[src/hdl/ltlb_pkg.sv]
package ltlb_pkg;

	// command codes carried in tuser of the input stream
	localparam logic CMD_LOOKUP = 1'b0;
	localparam logic CMD_INSERT = 1'b1;

	// capacity register
	localparam int CAP_W = 5;
	localparam logic [CAP_W-1:0] CAP_RESET = 5'd10;

	// per cell control broadcast from the top level
	typedef struct packed {
		logic ins_go;  // insert transaction leaves stage 1 this cycle
		logic lkp_go;  // lookup transaction leaves stage 1 this cycle
		logic any_hit; // lookup matched somewhere in the chain
		logic keep;    // this cell lies within the kept range of an insert
	} cell_ctrl_t;

endpackage

[src/hdl/ltlb_cell.sv]
module ltlb_cell #(
	parameter int PAGE_BITS = 20,
	parameter int FRAME_BITS = 20
) (
	input logic clk,
	input logic arst_n,
	input ltlb_pkg::cell_ctrl_t ctrl,
	input logic [PAGE_BITS-1:0] lookup_page,
	input logic [PAGE_BITS-1:0] prev_page,
	input logic [FRAME_BITS-1:0] prev_frame,
	input logic hit_in,
	output logic hit_out,
	output logic [PAGE_BITS-1:0] page_out,
	output logic [FRAME_BITS-1:0] frame_out,
	output logic [FRAME_BITS-1:0] sel_frame
);
	import ltlb_pkg::*;

	logic used_q;
	logic [PAGE_BITS-1:0] page_q;
	logic [FRAME_BITS-1:0] frame_q;
	logic match;
	logic load;

	// compare against the page in stage 1
	assign match = used_q && (page_q == lookup_page);
	assign hit_out = hit_in | match;

	// only the first match toward the front drives its frame
	assign sel_frame = (match && !hit_in) ? frame_q : '0;

	// take the neighbor's entry on an insert that keeps this cell, or when the hit lies at or behind this cell
	assign load = (ctrl.ins_go && ctrl.keep) || (ctrl.lkp_go && ctrl.any_hit && !hit_in);

	// in-use flag
	always_ff @(posedge clk or negedge arst_n) begin
		if (!arst_n) begin
			used_q <= 1'b0;
		end else if (ctrl.ins_go) begin
			used_q <= ctrl.keep;
		end
	end

	// entry contents
	always_ff @(posedge clk) begin
		if (load) begin
			page_q <= prev_page;
			frame_q <= prev_frame;
		end
	end

	assign page_out = page_q;
	assign frame_out = frame_q;

endmodule

[src/hdl/lru_tlb_core.sv]
// Fully associative translation buffer kept in recency order.
// Input stream: tuser is the command (0 lookup, 1 insert), tdata carries
// page_number in the low bits and frame_in above it, padded to whole bytes.
// Output stream: tuser is hit, tdata carries frame_out padded to whole bytes.
// Every input transaction gives exactly one output transaction, in order.
// cfg_we/cfg_wdata write the capacity register (1..16 in use, zero acts as 1,
// values above ENTRIES act as ENTRIES); write it only while the block is idle.
// The input transaction is registered in stage 1, and its result in the output
// register, from which it is offered.
// Throughput: one transaction per cycle unless the receiver stalls; each item
// compares against the chain of ENTRIES cells in stage 1, and the chain shifts
// its entries at that cycle's end, so the next item already sees the new order.
// Reset empties the buffer and sets the capacity to 10.
// When the receiver stalls, the output register holds its result, stage 1
// holds its item and s_axis_tready drops until the output is taken.
module lru_tlb_core #(
	parameter int ENTRIES = 16,
	parameter int PAGE_BITS = 20,
	parameter int FRAME_BITS = 20,
	localparam int IN_DATA_W = ((PAGE_BITS + FRAME_BITS + 7) / 8) * 8,
	localparam int OUT_DATA_W = ((FRAME_BITS + 7) / 8) * 8
) (
	input logic clk,
	input logic arst_n,
	input logic cfg_we,
	input logic [ltlb_pkg::CAP_W-1:0] cfg_wdata,
	input logic s_axis_tvalid,
	output logic s_axis_tready,
	input logic [IN_DATA_W-1:0] s_axis_tdata,  // page_number, frame_in, zero pad
	input logic s_axis_tuser,                  // cmd
	output logic m_axis_tvalid,
	input logic m_axis_tready,
	output logic [OUT_DATA_W-1:0] m_axis_tdata, // frame_out, zero pad
	output logic m_axis_tuser                   // hit
);
	import ltlb_pkg::*;

	localparam int CNT_W = $clog2(ENTRIES + 1);
	localparam int EW = (CNT_W > CAP_W) ? CNT_W : CAP_W;

	logic [CAP_W-1:0] cap_q;
	logic [CNT_W-1:0] fill_q;

	logic valid_s1;
	logic cmd_s1;
	logic [PAGE_BITS-1:0] page_s1;
	logic [FRAME_BITS-1:0] frame_s1;

	logic out_valid_q;
	logic out_hit_q;
	logic [FRAME_BITS-1:0] out_frame_q;

	logic advance;
	logic ins_go;
	logic lkp_go;
	logic [EW-1:0] cap_ext;
	logic [EW-1:0] eff_cap;
	logic [EW-1:0] fill_ext;
	logic [EW-1:0] keep;
	logic [FRAME_BITS-1:0] hit_frame;
	logic [FRAME_BITS-1:0] front_frame;

	logic hit_chain [ENTRIES+1];
	logic [PAGE_BITS-1:0] page_chain [ENTRIES];
	logic [FRAME_BITS-1:0] frame_chain [ENTRIES];
	logic [FRAME_BITS-1:0] sel_frame [ENTRIES];
	cell_ctrl_t ctrl [ENTRIES];

	// handshake: stage 1 moves when the output register is free or being taken
	assign advance = valid_s1 && (!out_valid_q || m_axis_tready);
	assign s_axis_tready = !valid_s1 || advance;
	assign ins_go = advance && (cmd_s1 == CMD_INSERT);
	assign lkp_go = advance && (cmd_s1 == CMD_LOOKUP);

	// capacity register
	always_ff @(posedge clk or negedge arst_n) begin
		if (!arst_n) begin
			cap_q <= CAP_RESET;
		end else if (cfg_we) begin
			cap_q <= cfg_wdata;
		end
	end

	// effective capacity and number of old entries kept on insert
	always_comb begin
		cap_ext = EW'(cap_q);
		fill_ext = EW'(fill_q);
		if (cap_ext == '0) begin
			eff_cap = EW'(1);
		end else if (cap_ext > EW'(ENTRIES)) begin
			eff_cap = EW'(ENTRIES);
		end else begin
			eff_cap = cap_ext;
		end
		if (fill_ext > (eff_cap - EW'(1))) begin
			keep = eff_cap - EW'(1);
		end else begin
			keep = fill_ext;
		end
	end

	// fill count
	always_ff @(posedge clk or negedge arst_n) begin
		if (!arst_n) begin
			fill_q <= '0;
		end else if (ins_go) begin
			fill_q <= CNT_W'(keep + EW'(1));
		end
	end

	// stage 1 control
	always_ff @(posedge clk or negedge arst_n) begin
		if (!arst_n) begin
			valid_s1 <= 1'b0;
		end else if (s_axis_tready) begin
			valid_s1 <= s_axis_tvalid;
		end
	end

	// stage 1 payload
	always_ff @(posedge clk) begin
		if (s_axis_tvalid && s_axis_tready) begin
			cmd_s1 <= s_axis_tuser;
			page_s1 <= s_axis_tdata[PAGE_BITS-1:0];
			frame_s1 <= s_axis_tdata[PAGE_BITS +: FRAME_BITS];
		end
	end

	// per cell control
	always_comb begin
		for (int j = 0; j < ENTRIES; j++) begin
			ctrl[j].ins_go = ins_go;
			ctrl[j].lkp_go = lkp_go;
			ctrl[j].any_hit = hit_chain[ENTRIES];
			ctrl[j].keep = (EW'(j) <= keep);
		end
	end

	// frame of the first matching cell
	always_comb begin
		hit_frame = '0;
		for (int j = 0; j < ENTRIES; j++) begin
			hit_frame = hit_frame | sel_frame[j];
		end
	end

	assign front_frame = (cmd_s1 == CMD_INSERT) ? frame_s1 : hit_frame;
	assign hit_chain[0] = 1'b0;

	// chain of cells, front cell takes the new entry
	for (genvar j = 0; j < ENTRIES; j++) begin : g_cell
		logic [PAGE_BITS-1:0] prev_page;
		logic [FRAME_BITS-1:0] prev_frame;

		if (j == 0) begin : g_front
			assign prev_page = page_s1;
			assign prev_frame = front_frame;
		end else begin : g_rest
			assign prev_page = page_chain[j-1];
			assign prev_frame = frame_chain[j-1];
		end

		ltlb_cell #(
			.PAGE_BITS(PAGE_BITS),
			.FRAME_BITS(FRAME_BITS)
		) u_cell (
			.clk(clk),
			.arst_n(arst_n),
			.ctrl(ctrl[j]),
			.lookup_page(page_s1),
			.prev_page(prev_page),
			.prev_frame(prev_frame),
			.hit_in(hit_chain[j]),
			.hit_out(hit_chain[j+1]),
			.page_out(page_chain[j]),
			.frame_out(frame_chain[j]),
			.sel_frame(sel_frame[j])
		);
	end

	// output register control
	always_ff @(posedge clk or negedge arst_n) begin
		if (!arst_n) begin
			out_valid_q <= 1'b0;
		end else if (!out_valid_q || m_axis_tready) begin
			out_valid_q <= valid_s1;
		end
	end

	// output register payload, insert and miss answer zero
	always_ff @(posedge clk) begin
		if (advance) begin
			out_hit_q <= lkp_go && hit_chain[ENTRIES];
			out_frame_q <= (lkp_go && hit_chain[ENTRIES]) ? hit_frame : '0;
		end
	end

	assign m_axis_tvalid = out_valid_q;
	assign m_axis_tuser = out_hit_q;
	assign m_axis_tdata = OUT_DATA_W'(out_frame_q);

endmodule

[config.mk]
export PLATFORM = sky130hd
export DESIGN_NAME = lru_tlb_core
export DESIGN_NICKNAME = d
export VERILOG_FILES = /design/src/hdl/ltlb_pkg.sv /design/src/hdl/ltlb_cell.sv /design/src/hdl/lru_tlb_core.sv
export SDC_FILE = /design/constraint.sdc
export NUM_CORES = 1
export LEC_CHECK = 0
export CORE_ASPECT_RATIO = 1.2
export CORE_MARGIN = 2
export CORE_UTILIZATION = 44
export CTS_BUF_LIST = sky130_fd_sc_hd__clkbuf_4
export CTS_CLUSTER_DIAMETER = 40
export DETAILED_ROUTE_END_ITERATION = 7
export DONT_BUFFER_PORTS = 1
export HOLD_SLACK_MARGIN = 0.1
export PLACE_DENSITY = 0.61
export SLEW_MARGIN = 15
export SYNTH_ARGS = -nofsm -noshare
export SYNTH_HDL_FRONTEND = slang
export SYNTH_SLANG_ARGS = --single-unit
export TNS_END_PERCENT = 30
[constraint.sdc]
create_clock -name clk -period 16.1 [get_ports clk]
set_clock_uncertainty 0.15 [all_clocks]
set_input_delay 2.415 -clock clk [delete_from_list [all_inputs] [get_ports clk]]
set_output_delay 2.415 -clock clk [all_outputs]
set_load 0.01 [all_outputs]
== Word-level counts from Yosys, hierarchy flattened ==
Cells that the tools add are included.
Word-level totals
  word-level logic and storage cells: 247
  flip-flop bits (word level): 730
  input port bits: 51
  output and inout bits: 27
Operators by class
  reductions and logical operators: 103
  mux-type cells: 20
  bitwise operators: 31
  equality and inequality tests: 16
  order comparisons: 18
  add/sub/neg operators: 2
Operator list (count)
  20-bit two-way mux: 17
  20-bit equality test: 16
  20-bit OR: 15
  1-bit logical AND: 67
  4-bit by 5-bit <= comparator with 1-bit output (first input constant): 8
  3-bit by 5-bit <= comparator with 1-bit output (first input constant): 4
  1-bit logical OR: 18
  1-bit zero test: 17
  5-bit two-way mux: 3
  1-bit OR: 15
  1-bit by 5-bit <= comparator with 1-bit output (first input constant): 2
  2-bit by 5-bit <= comparator with 1-bit output (first input constant): 2
  5-bit by 1-bit adder with 5-bit output (second input constant): 1
  5-bit > comparator: 1
  5-bit > comparator (second input constant): 1
  5-bit zero test: 1
  5-bit by 1-bit subtractor with 5-bit output (second input constant): 1
  1-bit inverter: 1

== Longest topological paths before layout ==
Gate-level depths: netlist (run 1).
  depth after elaboration: 21
  gate-level depth with buffers: 20
  gate-level depth less buffers: 20

== By module ==
A second synthesis (run 1) with hierarchy kept.
Second synthesis, totals
  cells, all modules: 2486
  area, all modules: 34999.8 sq um
Modules (own cells, without submodules)
  ltlb_cell: instances 16, cells an instance 134, sequential area each 1226.2 sq um, area each 1936.9 sq um
  lru_tlb_core: instances 1, cells an instance 342, sequential area each 2164.6 sq um, area each 4010.1 sq um

== Worst setup path after synthesis (run 1) ==
No wires, ideal clock.
  path kind: input -> register
  from: input m_axis_tready
  to: register g_cell[10].u_cell.frame_q[0], enable pin
  stages on the path: 5
  path buffers: 0
  library setup time: 498 ps
  slack: 9418 ps
  data arrival time: 6034 ps
  data required time: 15452 ps
  cell sequence: nand2b_1 -> nand2_1 -> nor2_1 -> o211ai_1 -> o31ai_1
Between the ends
  cells in the longest elaborated chain, start to end: 6
  elaborated cells between the ends (all ways): 8
  classes of those cells: reduce/logical (8)
RTL lines
  start, declared: RTL line lru_tlb_core.sv:32  | input logic m_axis_tready,
  1-bit logical OR *: RTL line lru_tlb_core.sv:70  | assign advance = valid_s1 && (!out_valid_q || m_axis_tready);
  1-bit logical AND *: RTL line lru_tlb_core.sv:70
  1-bit logical AND: RTL line lru_tlb_core.sv:73  | assign lkp_go = advance && (cmd_s1 == CMD_LOOKUP);
  1-bit logical AND (2 in series): RTL line ltlb_cell.sv:33  | assign load = (ctrl.ins_go && ctrl.keep) || (ctrl.lkp_go && ctrl.any_hit && !hit_in);
  1-bit logical OR *: RTL line ltlb_cell.sv:33
  net g_cell[10].u_cell.load: RTL line ltlb_cell.sv:23  | logic load;
  end signal, assigned: RTL line ltlb_cell.sv:48  | frame_q <= prev_frame;
  end, declared: RTL line ltlb_cell.sv:21  | logic [FRAME_BITS-1:0] frame_q;
Mark *: on every way through the listed nets, which the timed path passes. The rest lies on a longest branch.
A chain may end at the register's enable or synchronous reset.

== Worst setup path in the final report (run 1) ==
  from: register cap_q[2], in the netlist cap_ext[2]
  to: register g_cell[0].u_cell.frame_q[8], enable pin
Between the ends
  cells in the longest elaborated chain, start to end: 9
  elaborated cells between the ends (all ways): 10
  classes of those cells: add/sub (1); order compare (3); mux (3); reduce/logical (3)
RTL lines
  start, declared: RTL line lru_tlb_core.sv:41  | logic [CAP_W-1:0] cap_q;
  start signal, assigned: RTL line lru_tlb_core.sv:80  | cap_q <= cfg_wdata;
  5-bit > comparator: RTL line lru_tlb_core.sv:90  | end else if (cap_ext > EW'(ENTRIES)) begin
  5-bit two-way mux: RTL line lru_tlb_core.sv:90
  5-bit two-way mux *: RTL line lru_tlb_core.sv:88  | if (cap_ext == '0) begin
  5-bit by 1-bit subtractor with 5-bit output *: RTL line lru_tlb_core.sv:95, lru_tlb_core.sv:96
  5-bit > comparator: RTL line lru_tlb_core.sv:95  | if (fill_ext > (eff_cap - EW'(1))) begin
  5-bit two-way mux *: RTL line lru_tlb_core.sv:95
  1-bit by 5-bit <= comparator with 1-bit output *: RTL line lru_tlb_core.sv:135  | ctrl[j].keep = (EW'(j) <= keep);
  1-bit logical AND *: RTL line ltlb_cell.sv:33
  1-bit logical OR *: RTL line ltlb_cell.sv:33
  net g_cell[0].u_cell.load: RTL line ltlb_cell.sv:23
  end signal, assigned: RTL line ltlb_cell.sv:48
  end, declared: RTL line ltlb_cell.sv:21
Marked as above.

==> results.md, run 1 <==
* DRT Pass-1 Iters at 5
* Gate Count Post-Synth at 1995
* Placed Cells incl. Taps at 2829
* Starting Density at 44.5%
* I/O pin cnt at 78
* CTS resizes at 0
* Seq/Total Area, Yosys at 71.5%
* Type of the worst min-delay path: flop to flop
* Yosys reg bits at 730
* Fraction of layout cells with a size suffix above 1 at 19.2%
* Area added between synthesis and finish at 10.8%
* Hold buffers post-CTS at 0
* Slew headroom at 22.1%
* Pwr dens at 143 mW/mm²
* Crit. Startpoint: cap_ext[2]$_DFFE_PN0P_
* Final Non-Filler Cells at 3142
* CTS H-tree lvls at 4
* Synth area leaders: edfxtp_1 69%, xnor2_1 6.4%, xor2_1 3.0%
* Yosys top cell area share at 69.2%
* Fillers at 5747
* Synth async-reset ratio at 3.84%
* Worst-Margin Slew at 1.17 ns
* Multi-input logic area at 0.00806 mm²
* Post-synth EDFFs at 702
* DR DRC count at 0
* CTS max path bufs at 3
* Worst Path Max Fanout at 40
* Sequential cell area at 0.0218 mm²
* Worst-Skew Late Latency at 1.01 ns
* Clk sink count at 730
* Global-route wire length before repair at 105000 µm
* Pre-CTS setup slack at 10.15 ns
* HPWL after DPL at 48500 µm
* Syn. warnings at 0
* Critical path data required time at 16.40 ns
* Fin. max-slew vios at 0
* Reg clk slew, reported paths at 0.06 ns
* Vias in the first global route at 17900
* Via Count at 17200
* Unique masters post-synth at 65
* Routed Antenna Nets at 0
* Root Buffer: clkbuf_4
* Vias per std cell at 5.47
* Final core occ at 49.3%
* Final worst slack at 10.37 ns
* CTS tree: done
* DRT Wirelength at 69800 µm
* Critical R2R Launch: cap_ext[2]$_DFFE_PN0P_
* RR Endpoint: g_cell[0].u_cell.frame_out[8]$_DFFE_PP_
* Initial antenna violation count at 4
* Overall power at 4.81 mW
* Worst reg2reg setup slack at 10.37 ns
* Total gr overflow at 0
* Fin. Hold Viols at 0
* Die Wd at 244 µm
* Crit path time final at 5.73 ns
* Die area at 0.0714 mm²
* Fin Setup TNS at 0 ns
* Avg Inst Size Synth at 15.3 µm²
* Max Cap Viol at 0
* Setup crit end kind: flop
* Setup bufs post-CTS at 0
* Routability cong. at 0.895
* Max Clock Freq at 0.174 GHz
* Number of I/O port buffers at 0
* Status: finished, final reports clean
* Leading area contributor after synthesis: edfxtp_1
* Die Ht at 292 µm
* Area of the mapped netlist at 0.0305 mm²
* Core Area at 0.0684 mm²
* CP endpoint: g_cell[0].u_cell.frame_out[8]$_DFFE_PP_
* Worst Reg-to-Reg Cells at 15
* Static Leak at 11.2 nW
* Peak supply drop at 0.0905 mV
* Largest net degree at the start of global routing at 65
* Setup repair after global routing missed its margin: false
* CTS Buf Count at 184
* WS Path Type: flop to flop
* Top FF cell, synth: edfxtp_1
* Core Rows at 105
* Fin crit share at 35.6%
* First-iteration detailed-routing DRC count at 1252
* Worst EP arrival at 6.03 ns
* DR WL/cell at 22.2 µm
* Net count, final at 2166
* Worst setup SP type: flop
* Setup violators final at 0
* Total track usage at 19.7%
==> layout by cell type, fill, tap and decap left out, types with 3 or more instances in the layout <==
cell type  instances
ha_1               9
o21ai_0           15
inv_2              7
a41oi_1            5
mux2_2            24
mux2i_1           24
o31ai_4            5
a21oi_1           31
o31ai_1           20
a311oi_1          19
nor2_1            91
conb_1             4
nor4_1            30
buf_4             56
nand3_1          102
bufinv_16          3
or2_2              3
and3_1            50
nand2_1           75
a31oi_1           40
a31o_2            22
and2_1             4
a2111oi_0         24
clkbuf_4         276
nor4_2             8
a22oi_1           19
o21ai_4            4
clkinv_1          25
nand4_1           87
nand2b_1           5
edfxtp_1         702
xnor2_1          221
dfrtp_1           26
xor2_1           103
a21boi_0          19
a21o_1             6
inv_1             16
a2111oi_1         14
==> per-layer routing <==
metal  up-vias  wire (µm)  global-route usage [%]
li1       7958          -                       -
met1      8513      29800                    25.4
met2       587      33800                    31.7
met3       115       4330                    4.98
met4         0       1810                    8.05
met5         -          0                       0
==> kinds of logic after synthesis <==
family | after synthesis | share of synthesized area, %
flops | 730 | 71.5
fa+ha+maj | 9 | 0.370
compound gates | 255 | 6.20
other cells | 1 | 0.0123
buf+inv | 151 | 2.77
simple gates | 477 | 8.16
mux | 48 | 1.68
xor+xnor | 324 | 9.31
==> state kept, by name, indices dropped and copies added (netlist names), 5 cells and up <==
signal	count
fill_ext	5
frame_s1	20
cap_ext	5
g_cell.u_cell.used_q	16
g_cell.u_cell.frame_out	320
g_cell.u_cell.page_out	320
out_frame_q	20
g_cell.prev_page	20
==> critical path: stages, from the launching register on <==
cell	delay [ns]
dfrtp_1	0.42
or3_1	0.35
a21oi_1	0.32
inv_1	0.12
ha_1	0.24
o21ai_0	0.25
inv_1	0.08
ha_1	0.30
and3_1	0.21
o21ai_0	0.15
a32oi_2	0.47
mux2i_1	0.56
and3_1	0.38
a21oi_1	0.15
a41oi_1	0.31
nand2_2	0.68
==> report_power, final <==
group	switching [mW]	internal [mW]	total, mW
Combinational	0.417	0.187	0.604
Clock	0.714	0.821	1.54
Sequential	0.161	2.51	2.67
Total	1.29	3.52	4.81
==> worst min-delay path by stage <==
stage / start / end / slack, ns / depth (start not counted)
CTS: g_cell[7].u_cell.frame_out[19]$_DFFE_PP_ / g_cell[8].u_cell.frame_out[19]$_DFFE_PP_ / 0.28 / 0
global placement: g_cell[10].u_cell.frame_out[19]$_DFFE_PP_ / g_cell[11].u_cell.frame_out[19]$_DFFE_PP_ / 0.27 / 0
global route: g_cell[12].u_cell.page_out[17]$_DFFE_PP_ / g_cell[13].u_cell.page_out[17]$_DFFE_PP_ / 0.29 / 0
finish: g_cell[4].u_cell.frame_out[16]$_DFFE_PP_ / g_cell[5].u_cell.frame_out[16]$_DFFE_PP_ / 0.26 / 0
detailed placement: g_cell[10].u_cell.frame_out[13]$_DFFE_PP_ / g_cell[11].u_cell.frame_out[13]$_DFFE_PP_ / 0.27 / 0
floorplan: g_cell[10].u_cell.frame_out[0]$_DFFE_PP_ / g_cell[11].u_cell.frame_out[0]$_DFFE_PP_ / 0.27 / 0
==> stage by stage <==
step | instance area (µm²) | hold slack, ns
CTS | 33700 | 0.278
global route | 33800 | 0.289
detailed placement | 31500 | 0.274
floorplan | 30500 | 0.267
global placement | 31500 | 0.272
finish | 33800 | 0.264
==> synth_stat cells (2+ instances only) <==
cell type / instances
a2111oi_0: 24
a2111oi_1: 14
a21boi_0: 19
a21o_1: 8
a21oi_1: 31
a22oi_1: 19
a311oi_1: 19
a31o_1: 2
a31o_2: 20
a31oi_1: 40
a41oi_1: 5
and2_1: 5
and3_1: 50
buf_1: 3
buf_2: 15
buf_4: 26
buf_6: 17
buf_8: 3
clkbuf_1: 70
dfrtp_1: 26
dfstp_2: 2
edfxtp_1: 702
ha_1: 9
inv_1: 16
mux2_2: 24
mux2i_1: 24
nand2_1: 77
nand2b_1: 5
nand3_1: 102
nand4_1: 87
nor2_1: 92
nor2b_1: 2
nor3_1: 2
nor4_1: 37
o21ai_0: 19
o31ai_1: 24
or2_2: 3
or3_1: 2
or3b_1: 2
xnor2_1: 221
xor2_1: 103
==> cell type report <==
class                   count  area share (%)
diodes                      2          0.0148
clock buffers             276            6.14
clock inverters            35           0.626
inverters                  17           0.189
multi-input cells        1117            23.9
flip-flops and latches    730            64.5
well taps                 909            3.37
repair buffers             56            1.25
Note: power is estimated with default switching activity, not from simulation.
==> inputs of run 2 (changes only) <==
==> constraint.sdc (replaced) <==
create_clock -name clk -period 5.8 [get_ports clk]
set_clock_uncertainty 0.15 [all_clocks]
set_input_delay 0.87 -clock clk [delete_from_list [all_inputs] [get_ports clk]]
set_output_delay 0.87 -clock clk [all_outputs]
set_load 0.01 [all_outputs]
==> run 2 against run 1 <==
  * Hold slack lost 0.011 ns
  * Clock power grew to 2.6 times the previous value
  * First-iteration DRC count shrank 1.3%
  * Count of clock-buffer cells in the layout shrank 6
  * Largest power group unchanged
  * Die area is the same
  * Sequential share of layout area shrank 1.2 points
  * Combinational power grew to 2.6 times the previous value
  * Largest cell class unchanged
  * Via count grew 1.7%
  * Sequential cell count is the same
==> results.md, run 2 (synthesized netlist as in run 1, its figures left out) <==
* Pwr dens at 381 mW/mm² (+170%)
* Critical R2R Launch: cap_ext[2]$_DFFE_PN0P_
* Die area at 0.0714 mm² (unchanged)
* CTS Buf Count at 177 (-3.8%)
* Net count, final at 2239 (+3.4%)
* CTS H-tree lvls at 4 (unchanged)
* Global-route wire length before repair at 107000 µm (+1.4%)
* DR WL/cell at 21.7 µm (-2.1%)
* CTS max path bufs at 3 (unchanged)
* RR Endpoint: g_cell[2].u_cell.frame_out[6]$_DFFE_PP_
* Core Rows at 105 (unchanged)
* Via Count at 17500 (+1.7%)
* Root Buffer: clkbuf_4
* Worst Hold Slack at 0.254 ns (-0.0108 ns)
* Setup bufs post-CTS at 0 (unchanged)
* Routed Antenna Nets at 0 (unchanged)
* Worst Path Max Fanout at 40 (unchanged)
* Total gr overflow at 0 (unchanged)
* HPWL after DPL at 50000 µm (+3.0%)
* Crit path time final at 5.35 ns (-0.384 ns)
* Worst reg2reg setup slack at 0.45 ns (-9.92 ns)
* Worst-Margin Slew at 1.03 ns (-0.141 ns)
* Hold_sp: g_cell[7].u_cell.frame_out[13]$_DFFE_PP_
* Peak supply drop at 0.231 mV (+160%)
* Fin. Hold Viols at 0 (unchanged)
* Worst hold stages at 0 (unchanged)
* DRT Pass-1 Iters at 6 (+1)
* Routability cong. at 0.862 (-3.7%)
* Fin area at 0.0344 mm² (+1.9%)
* Vias in the first global route at 18100 (+1.3%)
* Static Leak at 11.4 nW (+2.5%)
* Reg clk slew, reported paths at 0.07 ns (about the same)
* Initial antenna violation count at 3 (-1)
* Die Ht at 292 µm (unchanged)
* Fin. max-slew vios at 0 (unchanged)
* Setup crit end kind: flop
* I/O pin cnt at 78 (unchanged)
* DR DRC count at 0 (unchanged)
* Largest net degree at the start of global routing at 64 (-1.5%)
* Vias per std cell at 5.44 (-0.39%)
* Worst-Skew Late Latency at 1.00 ns (about the same)
* DRT Wirelength at 69800 µm (about the same)
* Worst setup SP type: flop
* Most common cell after layout, fill and taps aside: edfxtp_1
* WS Path Type: flop to flop
* Min-Delay Endpoint: g_cell[8].u_cell.frame_out[13]$_DFFE_PP_
* Core Area at 0.0684 mm² (unchanged)
* Max Clock Freq at 0.187 GHz (+7.2%)
* Clk sink count at 730 (unchanged)
* Starting Density at 44.5% (unchanged)
* Critical path data required time at 6.31 ns (-10.09 ns)
* Commonest non-fill, non-tap cells in the layout: 702 x edfxtp_1, 270 x clkbuf_4, 221 x xnor2_1, 103 x xor2_1, 102 x nand3_1
* Type of the worst min-delay path: flop to flop
* Worst EP arrival at 5.85 ns (-0.18 ns)
* Die Wd at 244 µm (unchanged)
* CTS tree: done
* Fillers at 5793 (+0.80%)
* Number of I/O port buffers at 0 (unchanged)
* Fraction of layout cells with a size suffix above 1 at 19.3% (+0.15 points)
* First-iteration detailed-routing DRC count at 1236 (-1.3%)
* Total track usage at 19.9% (+0.20 points)
* Fin crit share at 92.2% (+57 points)
* Status: finished, final reports clean
* DP Area at 0.0317 mm² (+0.66%)
* Setup repair after global routing missed its margin: false
* Slew headroom at 31.6% (+9.5 points)
* Area added between synthesis and finish at 12.9%
* Worst Reg-to-Reg Cells at 16 (+1)
* Max Cap Viol at 0 (unchanged)
* Setup violators final at 0 (unchanged)
run 2: cell type report:
cell class / instances / area, µm² / share of cell area [%]
Multi-Input combinational cell: 1117 / 8060 / 23.4
Clock inverter: 26 / 124 / 0.360
Antenna cell: 4 / 10.0 / 0.0291
Clock buffer: 270 / 2030 / 5.89
Tap cell: 909 / 1140 / 3.31
Sequential cell: 730 / 21800 / 63.3
Inverter: 17 / 63.8 / 0.186
Timing Repair Buffer: 136 / 1180 / 3.43
run 2: how the worst max path moves through the flow:
stage,depth (start not counted),start,endpoint
final,16,cap_ext[2]$_DFFE_PN0P_,g_cell[2].u_cell.frame_out[6]$_DFFE_PP_
after global routing,16,cap_ext[2]$_DFFE_PN0P_,g_cell[2].u_cell.frame_out[7]$_DFFE_PP_
after floorplan,10,g_cell[0].prev_page[11]$_DFFE_PP_,g_cell[4].u_cell.frame_out[0]$_DFFE_PP_
after global placement,15,cap_ext[2]$_DFFE_PN0P_,g_cell[2].u_cell.frame_out[1]$_DFFE_PP_
after CTS,16,cap_ext[2]$_DFFE_PN0P_,g_cell[14].u_cell.page_out[4]$_DFFE_PP_
after detailed placement,15,cap_ext[2]$_DFFE_PN0P_,g_cell[2].u_cell.frame_out[1]$_DFFE_PP_
run 2: routing by layer:
layer,up-vias,track usage (%),share of wire (%)
met5,-,0,0.019
met4,2,5.95,2.0
met3,104,5.50,6.4
met2,593,32.9,49
met1,8652,25.5,42
li1,8119,-,-
run 2: critical path: stages, from the launching register on:
cell and delay (ns):
dfrtp_1 0.43, or3_1 0.36, a21oi_1 0.33, inv_1 0.11
ha_1 0.23, o21ai_0 0.27, inv_1 0.08, ha_1 0.29
and3_1 0.18, o21ai_0 0.14, a32oi_2 0.48, mux2i_1 0.51
buf_4 0.25, a41oi_1 0.26, a21oi_1 0.53, o21ai_4 0.10
buf_4 0.31
run 2: what timing repair did:
item	CTS	global route
hold buffers	54	0
gates resized for setup	0	1
setup endpoints to repair	0	16
hold endpoints to repair	76	0
run 2: report_power, final:
group | switching [mW] | internal [mW] | total, mW
registers | 0.478 | 6.96 | 7.44
logic | 1.05 | 0.553 | 1.60
clock network | 1.91 | 2.14 | 4.05
run 2: metrics by stage:
| stage | utilization [%] | worst slack, ns | setup TNS, ns | std cells | power (mW) |
|---|---|---|---|---|---|
| 4_1_cts | 50.2 | 0.465 | 0 | 3205 | 13.2 |
| 6_report | 50.2 | 0.452 | 0 | 3209 | 13.1 |
| 5_1_grt | 50.2 | 0.115 | 0 | 3208 | 13.7 |
| 3_3_place_gp | 46.3 | 0.632 | 0 | 2855 | 9.05 |
| 2_1_floorplan | - | -0.0390 | -4.68 | 1998 | 8.55 |
| 3_5_place_dp | 46.3 | 0.494 | 0 | 2855 | 9.12 |
